**config.mk**
```make
export PLATFORM = sky130hd
export DESIGN_NAME = accel_orientation_classifier
export DESIGN_NICKNAME = d
export VERILOG_FILES = /design/src/rtl/core/aoc_pkg.sv /design/src/rtl/core/accel_orientation_classifier.sv /design/src/rtl/core/aoc_div_lane.sv /design/src/rtl/core/aoc_merge.sv
export SDC_FILE = /design/constraint.sdc
export NUM_CORES = 1
export LEC_CHECK = 0
export BUFFER_PORTS_ARGS = -buffer_cell sky130_fd_sc_hd__buf_4
export CORE_ASPECT_RATIO = 1.2
export CORE_MARGIN = 2
export CORE_UTILIZATION = 40
export CTS_BUF_LIST = sky130_fd_sc_hd__clkbuf_16
export DETAILED_ROUTE_END_ITERATION = 16
export SYNTH_ARGS = -nofsm -noshare
export SYNTH_HDL_FRONTEND = slang
export SYNTH_SLANG_ARGS = --single-unit
```
**constraint.sdc**
```tcl
create_clock -name clk -period 3.72 [get_ports clk]
set_input_delay 0.186 -clock clk [delete_from_list [all_inputs] [get_ports clk]]
set_output_delay 0.186 -clock clk [all_outputs]
set_load 0.005 [all_outputs]
```
**src/rtl/core/aoc_pkg.sv**
```systemverilog
// aoc_pkg: shared types and codes for the accelerometer orientation classifier
// used by aoc_div_lane, aoc_merge, aoc_checker and accel_orientation_classifier
// no dependencies
package aoc_pkg;

  // width of one sample axis and of one batch average
  localparam int unsigned DATA_W = 16;
  // width of the tilt thresholds
  localparam int unsigned LEVEL_W = 15;
  // configuration port index width
  localparam int unsigned CFG_IDX_W = 2;

  // configuration register indexes
  localparam logic [CFG_IDX_W-1:0] CFG_FLIP_LEVEL      = 2'd0;
  localparam logic [CFG_IDX_W-1:0] CFG_FULL_TILT_LEVEL = 2'd1;
  localparam logic [CFG_IDX_W-1:0] CFG_HALF_TILT_LEVEL = 2'd2;

  // reset values of the thresholds, Q8.8
  localparam logic signed [DATA_W-1:0] FLIP_LEVEL_RST      = -16'sd2048;
  localparam logic [LEVEL_W-1:0]       FULL_TILT_LEVEL_RST = 15'd2304;
  localparam logic [LEVEL_W-1:0]       HALF_TILT_LEVEL_RST = 15'd1075;

  // orientation codes
  typedef enum logic [2:0] {
    ORI_NONE        = 3'd0,
    ORI_UPSIDE_DOWN = 3'd1,
    ORI_TILT_RIGHT  = 3'd2,
    ORI_TILT_LEFT   = 3'd3,
    ORI_HALF_RIGHT  = 3'd4,
    ORI_HALF_LEFT   = 3'd5
  } ori_t;

  // threshold set handed to the merge stage
  typedef struct packed {
    logic signed [DATA_W-1:0] flip_level;
    logic [LEVEL_W-1:0]       full_tilt_level;
    logic [LEVEL_W-1:0]       half_tilt_level;
  } level_cfg_t;

endpackage

```
**src/rtl/core/accel_orientation_classifier.sv**
```systemverilog
// accel_orientation_classifier: top level, batch accumulation, three divide
// lanes and the orientation merge stage
// depends on aoc_pkg, aoc_div_lane, aoc_merge
//
// usage:
//   input items: one three-axis sample each, taken at a clock edge with start
//   high and busy low. sample_ok low adds nothing but still counts. an item
//   with batch_end set, or the one that brings the batch to MAX_SAMPLES,
//   closes the batch.
//   an item that does not close a batch leaves busy low.
//   a closing item starts the three divide lanes (one quotient bit a cycle
//   over the SUM_W-bit sums, SUM_W = 16 + clog2(MAX_SAMPLES+1), 22 by
//   default); busy stays high until the result item appears on the out_
//   ports, marked by out_valid for one cycle, once the lanes are done and
//   the merge stage has registered it. busy is low while it is shown, so
//   the next item can be taken at the edge that takes the result.
//   the receiver cannot stall; each result is on the ports for one cycle.
//   configuration: cfg_valid/cfg_ready with cfg_index and cfg_data, to be
//   written only while idle; cfg_ready is always high; unknown indexes are
//   dropped.
//   reset (rst_n low, synchronous) clears the sums, the count and the
//   thresholds to their defaults.
module accel_orientation_classifier #(
  parameter int unsigned MAX_SAMPLES = 32
) (
  input  logic                                 clk,
  input  logic                                 rst_n,
  input  logic                                 start,
  output logic                                 busy,
  input  logic signed [aoc_pkg::DATA_W-1:0]    in_accel_x,
  input  logic signed [aoc_pkg::DATA_W-1:0]    in_accel_y,
  input  logic signed [aoc_pkg::DATA_W-1:0]    in_accel_z,
  input  logic                                 in_sample_ok,
  input  logic                                 in_batch_end,
  output logic                                 out_valid,
  output logic [2:0]                           out_orientation,
  output logic signed [aoc_pkg::DATA_W-1:0]    out_mean_x,
  output logic signed [aoc_pkg::DATA_W-1:0]    out_mean_y,
  output logic signed [aoc_pkg::DATA_W-1:0]    out_mean_z,
  input  logic                                 cfg_valid,
  output logic                                 cfg_ready,
  input  logic [aoc_pkg::CFG_IDX_W-1:0]        cfg_index,
  input  logic [aoc_pkg::DATA_W-1:0]           cfg_data
);
  import aoc_pkg::*;

  localparam int unsigned CNT_W = $clog2(MAX_SAMPLES + 1);
  localparam int unsigned SUM_W = DATA_W + CNT_W;

  typedef enum logic {
    ST_ACC,
    ST_DIV
  } state_t;

  state_t                   state_r;
  logic signed [SUM_W-1:0]  sum_x_r, sum_y_r, sum_z_r;
  logic signed [SUM_W-1:0]  sum_x_nxt, sum_y_nxt, sum_z_nxt;
  logic [CNT_W-1:0]         count_r, count_nxt;
  level_cfg_t               levels_r;
  logic                     accept;
  logic                     close;
  logic                     done_x, done_y, done_z;
  logic signed [DATA_W-1:0] avg_x, avg_y, avg_z;

  assign accept    = start && (state_r == ST_ACC);
  assign busy      = (state_r != ST_ACC);
  assign cfg_ready = 1'b1;

  // next sums and count for the accepted item
  always_comb begin
    sum_x_nxt = sum_x_r;
    sum_y_nxt = sum_y_r;
    sum_z_nxt = sum_z_r;
    if (in_sample_ok) begin
      sum_x_nxt = sum_x_r + SUM_W'(in_accel_x);
      sum_y_nxt = sum_y_r + SUM_W'(in_accel_y);
      sum_z_nxt = sum_z_r + SUM_W'(in_accel_z);
    end
    count_nxt = count_r + 1'b1;
  end

  assign close = in_batch_end || (count_nxt == CNT_W'(MAX_SAMPLES));

  // batch control and accumulators
  always_ff @(posedge clk) begin
    if (!rst_n) begin
      state_r <= ST_ACC;
      sum_x_r <= '0;
      sum_y_r <= '0;
      sum_z_r <= '0;
      count_r <= '0;
    end else begin
      case (state_r)
        ST_ACC: begin
          if (accept) begin
            if (close) begin
              state_r <= ST_DIV;
              sum_x_r <= '0;
              sum_y_r <= '0;
              sum_z_r <= '0;
              count_r <= '0;
            end else begin
              sum_x_r <= sum_x_nxt;
              sum_y_r <= sum_y_nxt;
              sum_z_r <= sum_z_nxt;
              count_r <= count_nxt;
            end
          end
        end
        ST_DIV: begin
          if (done_x) begin
            state_r <= ST_ACC;
          end
        end
        default: begin
          state_r <= ST_ACC;
        end
      endcase
    end
  end

  // threshold registers
  always_ff @(posedge clk) begin
    if (!rst_n) begin
      levels_r.flip_level      <= FLIP_LEVEL_RST;
      levels_r.full_tilt_level <= FULL_TILT_LEVEL_RST;
      levels_r.half_tilt_level <= HALF_TILT_LEVEL_RST;
    end else if (cfg_valid && cfg_ready) begin
      case (cfg_index)
        CFG_FLIP_LEVEL:      levels_r.flip_level      <= $signed(cfg_data);
        CFG_FULL_TILT_LEVEL: levels_r.full_tilt_level <= cfg_data[LEVEL_W-1:0];
        CFG_HALF_TILT_LEVEL: levels_r.half_tilt_level <= cfg_data[LEVEL_W-1:0];
        default: ;
      endcase
    end
  end

  // one divide lane per axis, all with the same latency
  aoc_div_lane #(.SUM_W(SUM_W), .CNT_W(CNT_W)) u_lane_x (
    .clk(clk), .rst_n(rst_n), .go(accept && close),
    .dividend(sum_x_nxt), .divisor(count_nxt),
    .done(done_x), .quotient(avg_x)
  );

  aoc_div_lane #(.SUM_W(SUM_W), .CNT_W(CNT_W)) u_lane_y (
    .clk(clk), .rst_n(rst_n), .go(accept && close),
    .dividend(sum_y_nxt), .divisor(count_nxt),
    .done(done_y), .quotient(avg_y)
  );

  aoc_div_lane #(.SUM_W(SUM_W), .CNT_W(CNT_W)) u_lane_z (
    .clk(clk), .rst_n(rst_n), .go(accept && close),
    .dividend(sum_z_nxt), .divisor(count_nxt),
    .done(done_z), .quotient(avg_z)
  );

  // merge the lanes into one result item
  aoc_merge u_merge (
    .clk(clk),
    .rst_n(rst_n),
    .lanes_done(done_x && done_y && done_z),
    .avg_x(avg_x),
    .avg_y(avg_y),
    .avg_z(avg_z),
    .levels(levels_r),
    .res_valid(out_valid),
    .res_orientation(out_orientation),
    .res_mean_x(out_mean_x),
    .res_mean_y(out_mean_y),
    .res_mean_z(out_mean_z)
  );

endmodule

```
**src/rtl/core/aoc_div_lane.sv**
```systemverilog
// aoc_div_lane: one axis lane, signed sum divided by sample count,
// restoring divide one quotient bit per cycle, truncating toward zero
// depends on aoc_pkg
module aoc_div_lane #(
  parameter int unsigned SUM_W = 22,
  parameter int unsigned CNT_W = 6
) (
  input  logic                          clk,
  input  logic                          rst_n,
  input  logic                          go,
  input  logic signed [SUM_W-1:0]       dividend,
  input  logic [CNT_W-1:0]              divisor,
  output logic                          done,
  output logic signed [aoc_pkg::DATA_W-1:0] quotient
);
  import aoc_pkg::*;

  localparam int unsigned STEP_W = $clog2(SUM_W + 1);

  logic              busy_r, busy_nxt;
  logic              done_r, done_nxt;
  logic [STEP_W-1:0] step_r, step_nxt;
  logic [SUM_W-1:0]  quo_r, quo_nxt;
  logic [CNT_W-1:0]  rem_r, rem_nxt;
  logic [CNT_W-1:0]  div_r, div_nxt;
  logic              neg_r, neg_nxt;
  logic [CNT_W:0]    trial;
  logic [CNT_W:0]    trial_sub;
  logic              fits;
  logic [DATA_W-1:0] quo_low;

  // one restoring step
  assign trial     = {rem_r, quo_r[SUM_W-1]};
  assign fits      = trial >= {1'b0, div_r};
  assign trial_sub = trial - {1'b0, div_r};

  always_comb begin
    busy_nxt = busy_r;
    done_nxt = 1'b0;
    step_nxt = step_r;
    quo_nxt  = quo_r;
    rem_nxt  = rem_r;
    div_nxt  = div_r;
    neg_nxt  = neg_r;
    if (go) begin
      // load magnitude and sign
      busy_nxt = 1'b1;
      step_nxt = STEP_W'(SUM_W);
      quo_nxt  = dividend[SUM_W-1] ? (~dividend + 1'b1) : dividend;
      rem_nxt  = '0;
      div_nxt  = divisor;
      neg_nxt  = dividend[SUM_W-1];
    end else if (busy_r) begin
      rem_nxt  = fits ? trial_sub[CNT_W-1:0] : trial[CNT_W-1:0];
      quo_nxt  = {quo_r[SUM_W-2:0], fits};
      step_nxt = step_r - 1'b1;
      if (step_r == STEP_W'(1)) begin
        busy_nxt = 1'b0;
        done_nxt = 1'b1;
      end
    end
  end

  always_ff @(posedge clk) begin
    if (!rst_n) begin
      busy_r <= 1'b0;
      done_r <= 1'b0;
      step_r <= '0;
    end else begin
      busy_r <= busy_nxt;
      done_r <= done_nxt;
      step_r <= step_nxt;
    end
    quo_r <= quo_nxt;
    rem_r <= rem_nxt;
    div_r <= div_nxt;
    neg_r <= neg_nxt;
  end

  // restore the sign, the average always fits the sample width
  assign quo_low  = quo_r[DATA_W-1:0];
  assign quotient = neg_r ? -$signed(quo_low) : $signed(quo_low);
  assign done     = done_r;

endmodule

```
**src/rtl/core/aoc_merge.sv**
```systemverilog
// aoc_merge: combines the three lane averages into the orientation code
// and registers the result item with its strobe
// depends on aoc_pkg
module aoc_merge (
  input  logic                              clk,
  input  logic                              rst_n,
  input  logic                              lanes_done,
  input  logic signed [aoc_pkg::DATA_W-1:0] avg_x,
  input  logic signed [aoc_pkg::DATA_W-1:0] avg_y,
  input  logic signed [aoc_pkg::DATA_W-1:0] avg_z,
  input  aoc_pkg::level_cfg_t               levels,
  output logic                              res_valid,
  output logic [2:0]                        res_orientation,
  output logic signed [aoc_pkg::DATA_W-1:0] res_mean_x,
  output logic signed [aoc_pkg::DATA_W-1:0] res_mean_y,
  output logic signed [aoc_pkg::DATA_W-1:0] res_mean_z
);
  import aoc_pkg::*;

  localparam int unsigned CMP_W = DATA_W + 1;

  logic signed [CMP_W-1:0] x_e, y_e, full_p, full_n, half_p, half_n;
  ori_t                    ori;
  logic                    valid_r;
  ori_t                    ori_r;
  logic signed [DATA_W-1:0] mx_r, my_r, mz_r;

  // thresholds and averages in one signed compare width
  assign x_e    = CMP_W'(avg_x);
  assign y_e    = CMP_W'(avg_y);
  assign full_p = $signed({2'b00, levels.full_tilt_level});
  assign half_p = $signed({2'b00, levels.half_tilt_level});
  assign full_n = -full_p;
  assign half_n = -half_p;

  // priority classification
  always_comb begin
    if (avg_z <= levels.flip_level) begin
      ori = ORI_UPSIDE_DOWN;
    end else if (y_e >= full_p) begin
      ori = ORI_TILT_RIGHT;
    end else if (y_e <= full_n) begin
      ori = ORI_TILT_LEFT;
    end else if (y_e >= half_p) begin
      ori = ORI_HALF_RIGHT;
    end else if (y_e <= half_n) begin
      ori = ORI_HALF_LEFT;
    end else if (x_e >= half_p && x_e < full_p) begin
      ori = ORI_HALF_RIGHT;
    end else if (x_e <= half_n && x_e > full_n) begin
      ori = ORI_HALF_LEFT;
    end else begin
      ori = ORI_NONE;
    end
  end

  // result register
  always_ff @(posedge clk) begin
    if (!rst_n) begin
      valid_r <= 1'b0;
    end else begin
      valid_r <= lanes_done;
    end
    if (lanes_done) begin
      ori_r <= ori;
      mx_r  <= avg_x;
      my_r  <= avg_y;
      mz_r  <= avg_z;
    end
  end

  assign res_valid       = valid_r;
  assign res_orientation = ori_r;
  assign res_mean_x      = mx_r;
  assign res_mean_y      = my_r;
  assign res_mean_z      = mz_r;

endmodule

```
==> flow_summary.yaml, run 1 <==
status:
  outcome: "finished with violations"
  violations: "negative setup slack"
synth:
  synth_top_cell_area_share_pct: 17.3
  synth_warnings: 0
  ys_seq_area_share_pct: 31.8
  yosysUniqueCellTypes: 83
  syn_avg_cell_area_um2: 8.54
  synthFlopType: "dfxtp_1"
  ys_async_sr_fraction_pct: 0
  synth_edf_count: 126
  netlist_instances: 2568
  syn-cell-area_mm2: 0.0219
  syn_nets: 2881
  yosys.area.top_type: "edfxtp_1"
  synth_area_leaders: "edfxtp_1, dfxtp_1, ha_1"
  ys_seq_elements: 285
timing:
  rsz0062_at_grt: "true"
  finalCritPeriodShare_pct: 103
  clock-skew-final_ns: 0.0171
  clock.fmax_mhz: 260
  slew_violations: 0
  setup_viol_count_final: 3
  hold_viol: 0
  layout_min_cycle_time_ns: 3.84
  fin_ws_ns: -0.121
  setup_tns_ns: -0.260
  max_slew_margin_pct: 44.5
  worst_pin_slew_ns: 0.827
  timing.hold.ws_ns: 0.0406
worst_setup_path:
  worst_ep_required_time_ns: 4.02
  cp.depth: 13
  cp_slowest_cell: "or4_4"
  worstReg2RegEnd: "u_merge.res_orientation[0]$_SDFFCE_PP1P_"
  crit_path_end_kind: "register"
  crit_path_end: "u_merge.res_orientation[0]$_SDFFCE_PP1P_"
  start_kind: "register"
  worst_path_most_repeated_cell: "or4_4"
  r2r_start: "u_lane_y.quo_r[8]$_DFFE_PP_"
  cp_num_buf_inv: 1
  cp_cell_sequence: "or4_4 -> or4_4 -> or3_4 -> o31ai_4 -> xor2_1 -> inv_2 -> ha_4 -> and3_4 -> nand4_1 -> nand3_1 -> o221ai_2 -> a21bo_2 -> a311o_1"
  arrival_ns: 4.14
  crit_family: "simple AND/OR/NAND/NOR gates"
  reg2reg_depth: 13
  r2r_setup_slack_ns: -0.12
  cp_slowest_stage_delay_ns: 0.54
  path_class: "register to register"
  critPathLaunch: "u_lane_y.quo_r[8]$_DFFE_PP_"
  cp_max_fo: 4
final_layout:
  fin_area_mm2: 0.0273
  nets: 3188
  drive_above_1_share_pct: 19.6
  final_cell_mix: "buf_4, nand2_1, ha_1, dfxtp_1, o21ai_0"
  diodes: 0
  final_util_pct: 50.0
  area_growth_pct: 24.3
  final_common_cell: "buf_4"
  instances_no_fill: 3620
clock_network:
  cts_tree: "built"
  worstSkewPairLatency_ns: 0.55
  clock_sinks: 285
  numCtsBuffers: 34
  cts_root_buf: "clkbuf_16"
  path_clk_slew_ns: 0.06
  cts_buffer_depth: 3
  htreeDepth: 2
hold_path:
  hold_depth: 4
  hold_class: "input pin to register"
detailed_routing:
  vias: 20300
  route.detailed.drc: 0
  vias_per_cell: 5.60
  drt_iter0_markers: 1385
  ant_nets: 0
  wl_mm: 66.2
  wl_per_cell_um: 18.3
  dr.pass1.iters: 7
power:
  ir_drop_uv: 320
  total_power_mw: 10.7
  p_leak_nw: 11.2
  powerDensity_mw_per_mm2: 394
global_routing:
  grt_pass1_vias: 19400
  grt_usage_pct: 22.9
  grt_overflow: 0
  grt_start_max_net_pins: 76
  grt_pass1_wl_mm: 104
  grt_antenna_before_repair: 0
flow_run:
  maxCapViolCount: 0
floorplanning:
  die_area_mm2: 0.0567
  core_mm2: 0.0545
  num_rows: 94
  die_y_um: 260
  start_util_pct: 40.3
  io_pins: 126
  fp.dieW_um: 218
place:
  dpl.hpwl_mm: 50.6
  io_buffers: 124
  gp_congestion: 0.910
  place_area_mm2: 0.0252
  dpl_worst_slack_ns: -0.303
  placedCellCount: 3526
[cell families after synthesis]
kind of cell               count (synthesis)  synth area share [%]
muxes                                     28                  1.32
DFF                                      285                  31.8
adders and majority gates                241                  14.0
other                                      1                0.0171
buffers and inverters                    235                  4.08
and+or+nand+nor                          931                  21.5
xor gates and xnor gates                 143                  5.71
AOI/OAI and AO/OA                        704                  21.6
[cell usage after synthesis (61+ instances only)]
| library cell | number |
|---|---|
| a21boi_0 | 61 |
| a21oi_1 | 135 |
| clkbuf_1 | 92 |
| dfxtp_1 | 159 |
| edfxtp_1 | 126 |
| ha_1 | 235 |
| inv_1 | 124 |
| nand2_1 | 299 |
| nand3_1 | 66 |
| nor2_1 | 131 |
| nor2b_1 | 91 |
| nor3_1 | 77 |
| o21ai_0 | 150 |
| xnor2_1 | 112 |
[sequential cells by signal, indices dropped and copies added, names as in the netlist, 22 cells and up]
| name | flops |
|---|---|
| sum_y_r | 22 |
| u_lane_z.quo_r | 22 |
| levels_r | 46 |
| sum_z_r | 22 |
| u_lane_y.quo_r | 22 |
| u_lane_x.quo_r | 22 |
| sum_x_r | 22 |
[cell type report]
| cell class | count | area [µm²] |
|---|---|---|
| multi-input cells | 2048 | 14800 |
| inverters | 125 | 477 |
| well taps | 720 | 901 |
| repair buffers | 380 | 2930 |
| fillers | 5127 | 27200 |
| flip-flops and latches | 285 | 6970 |
| clock inverters | 24 | 208 |
| clock buffers | 37 | 926 |
| repair inverters | 1 | 7.51 |
[metal layers]
metal | routed length (µm) | global-route usage (%)
met5 | 0 | 0
met4 | 1480 | 5.69
met3 | 2680 | 2.45
met2 | 31500 | 39.5
met1 | 30600 | 30.5
[power breakdown]
group | switching, mW | internal, mW | leakage, nW
logic | 1.95 | 1.58 | 8.14
registers | 0.194 | 3.55 | 2.48
clock network | 1.45 | 2.02 | 0.573
total | 3.60 | 7.15 | 11.2
[worst register-to-register path: stages (launching register included)]
cell      delay (ns)
edfxtp_1        0.38
or4_4           0.54
or4_4           0.45
or3_4           0.37
o31ai_4         0.18
xor2_1          0.19
inv_2           0.11
ha_4            0.23
and3_4          0.14
nand4_1         0.11
nand3_1         0.10
o221ai_2        0.23
a21bo_2         0.26
a311o_1         0.29
[worst min-delay path by stage]
stage | startpoint | endpoint
5_1_grt | in_batch_end | count_r[4]$_SDFFE_PN0P_
3_5_place_dp | cfg_data[15] | levels_r[45]$_SDFFE_PN1P_
2_1_floorplan | cfg_data[0] | levels_r[0]$_SDFFE_PN1P_
4_1_cts | in_batch_end | count_r[4]$_SDFFE_PN0P_
3_3_place_gp | cfg_data[15] | levels_r[45]$_SDFFE_PN1P_
6_report | in_batch_end | count_r[4]$_SDFFE_PN0P_
[repair_timing]
item	in CTS	in global routing
hold buffers	16	0
gates resized for setup	36	99
endpoints found under the hold margin	46	0
gates cloned	0	1
pin swaps	29	40
endpoints found under the setup margin	11	46
setup buffers	5	11
No activity file was read; power rests on OpenSTA's default activity.
==> run 2: changes to the inputs <==
Settings changed: PLACE_DENSITY_LB_ADDON set to 0.08.
==> flow_summary.yaml, run 2 (synthesis gave the netlist of run 1 again) <==
worst_setup_path:
  crit_path_end: "u_merge.res_orientation[0]$_SDFFCE_PP1P_"
  crit_path_end_kind: "register"
  reg2reg_depth: 13
  r2r_setup_slack_ns: -0.13
  r2r_start: "u_lane_y.quo_r[5]$_DFFE_PP_"
  arrival_ns: 4.15
  cp_max_fo: 4
  worst_ep_required_time_ns: 4.02
  worstReg2RegEnd: "u_merge.res_orientation[0]$_SDFFCE_PP1P_"
  critPathLaunch: "u_lane_y.quo_r[5]$_DFFE_PP_"
  start_kind: "register"
  path_class: "register to register"
floorplanning:
  die_y_um: 260
  num_rows: 94
  start_util_pct: 40.3
  io_pins: 126
  fp.dieW_um: 218
  core_mm2: 0.0545
  die_area_mm2: 0.0567
final_layout:
  final_common_cell: "buf_4"
  layout.area.seq_mm2: 0.00698
  regMostFlops: "levels_r"
  final_util_pct: 50.2
  nets: 3207
  final_cell_mix: "buf_4, nand2_1, ha_1, dfxtp_1, o21ai_0"
  multi_input_area_mm2: 0.0147
  drive_above_1_share_pct: 19.9
  largest_reg_flops: 46
  num-fill-cells: 5240
  area_growth_pct: 24.7
place:
  io_buffers: 124
  dpl.hpwl_mm: 52.4
  gp_congestion: 0.895
detailed_routing:
  route.detailed.drc: 0
  wl_per_cell_um: 18.9
  drt_iter0_markers: 1130
  wl_mm: 68.8
  ant_nets: 0
  dr.pass1.iters: 5
  vias: 20100
  vias_per_cell: 5.53
timing:
  fin_ws_ns: -0.131
  clock.fmax_mhz: 260
  rsz0062_at_grt: "true"
  setup_viol_count_final: 3
  worst_pin_slew_ns: 1.07
  hold_viol: 0
  clock-skew-final_ns: 0.0182
  finalCritPeriodShare_pct: 104
  slew_violations: 0
  setup_tns_ns: -0.241
  layout_min_cycle_time_ns: 3.85
  max_slew_margin_pct: 28.8
clock_network:
  clock_sinks: 285
  path_clk_slew_ns: 0.06
  htreeDepth: 2
  cts_tree: "built"
  worstSkewPairLatency_ns: 0.57
  numCtsBuffers: 36
  cts_root_buf: "clkbuf_16"
  cts_buffer_depth: 3
global_routing:
  grt_busiest_layer: "met2"
  grt_overflow: 0
  grt_use_met1_pct: 31.4
  grt_start_max_net_pins: 87
  use_met2_pct: 40.7
  grt_pass1_wl_mm: 108
  grt_antenna_before_repair: 1
  grt_usage_pct: 23.9
  grt.met3_usage_pct: 2.87
  grt_pass1_vias: 19800
flow_run:
  maxCapViolCount: 0
status:
  violations: "negative setup slack"
  outcome: "finished with violations"
hold_path:
  hold_class: "input pin to register"
power:
  powerDensity_mw_per_mm2: 399
  p_leak_nw: 11.3
  ir_drop_uv: 270
## run 2: timing repair
item	CTS	global route
gates cloned	0	2
gates resized for setup	42	84
hold buffers	17	0
endpoints found under the setup margin	16	50
pin swaps	22	38
hold endpoints to repair	48	0
buffers inserted	4	15
## run 2: worst max-delay path: stages (launching register included)
cell and delay, ns:
edfxtp_1 0.39, or4_4 0.55, or4_4 0.46, or3_4 0.37
o31ai_4 0.18, xor2_1 0.20, inv_2 0.10, ha_4 0.22
and3_4 0.15, nand4_1 0.10, nand3_1 0.10, o221ai_2 0.22
a21bo_2 0.26, a311o_1 0.30
## run 2: how the worst min path moves through the flow
stage | from | end | slack (ns) | cells past startpoint
after floorplan | cfg_data[0] | levels_r[0]$_SDFFE_PN1P_ | 0.32 | 2
after global placement | cfg_data[15] | levels_r[45]$_SDFFE_PN1P_ | 0.42 | 3
after detailed placement | cfg_data[15] | levels_r[45]$_SDFFE_PN1P_ | 0.43 | 3
after CTS | in_accel_z[15] | sum_z_r[21]$_SDFFE_PN0P_ | 0.08 | 4
after global routing | in_accel_z[15] | sum_z_r[21]$_SDFFE_PN0P_ | 0.11 | 4
final | in_accel_z[15] | sum_z_r[21]$_SDFFE_PN0P_ | 0.12 | 4
## run 2: stage by stage
stage | total power [mW] | instances | hold WS, ns | worst slack [ns] | instance area, µm²
floorplan | 5.94 | 2568 | 0.324 | -0.0947 | 22100
global placement | 7.11 | 3538 | 0.421 | -0.306 | 25300
finish | 10.9 | 3643 | 0.117 | -0.131 | 27300
CTS | 10.9 | 3625 | 0.0815 | -0.133 | 26900
detailed placement | 7.19 | 3538 | 0.427 | -0.291 | 25300
global route | 11.6 | 3643 | 0.112 | -0.321 | 27300
## run 2: routing by layer
layer  wire, µm  vias up  share of wire [%]
li1           -    10100                  -
met5          0        -                  0
met3       2550      103                3.7
met4       1990        0                2.9
met1      31700     9525                 46
met2      32600      400                 47
## run 2: cell type report
type	instances	area share (%)
inverter	125	1.74
timing repair buffer	397	11.1
clock inverter	30	1.06
multi-input combinational	2048	53.9
timing repair inverter	1	0.0275
tap	720	3.30
sequential	285	25.5
clock buffer	36	3.30
antenna	1	0.00916
## run 2: report_power, final
| group | total [mW] | internal (mW) | switching [mW] |
|---|---|---|---|
| registers | 3.75 | 3.55 | 0.193 |
| clock network | 3.59 | 2.07 | 1.52 |
| logic | 3.56 | 1.59 | 1.97 |
| total | 10.9 | 7.21 | 3.69 |
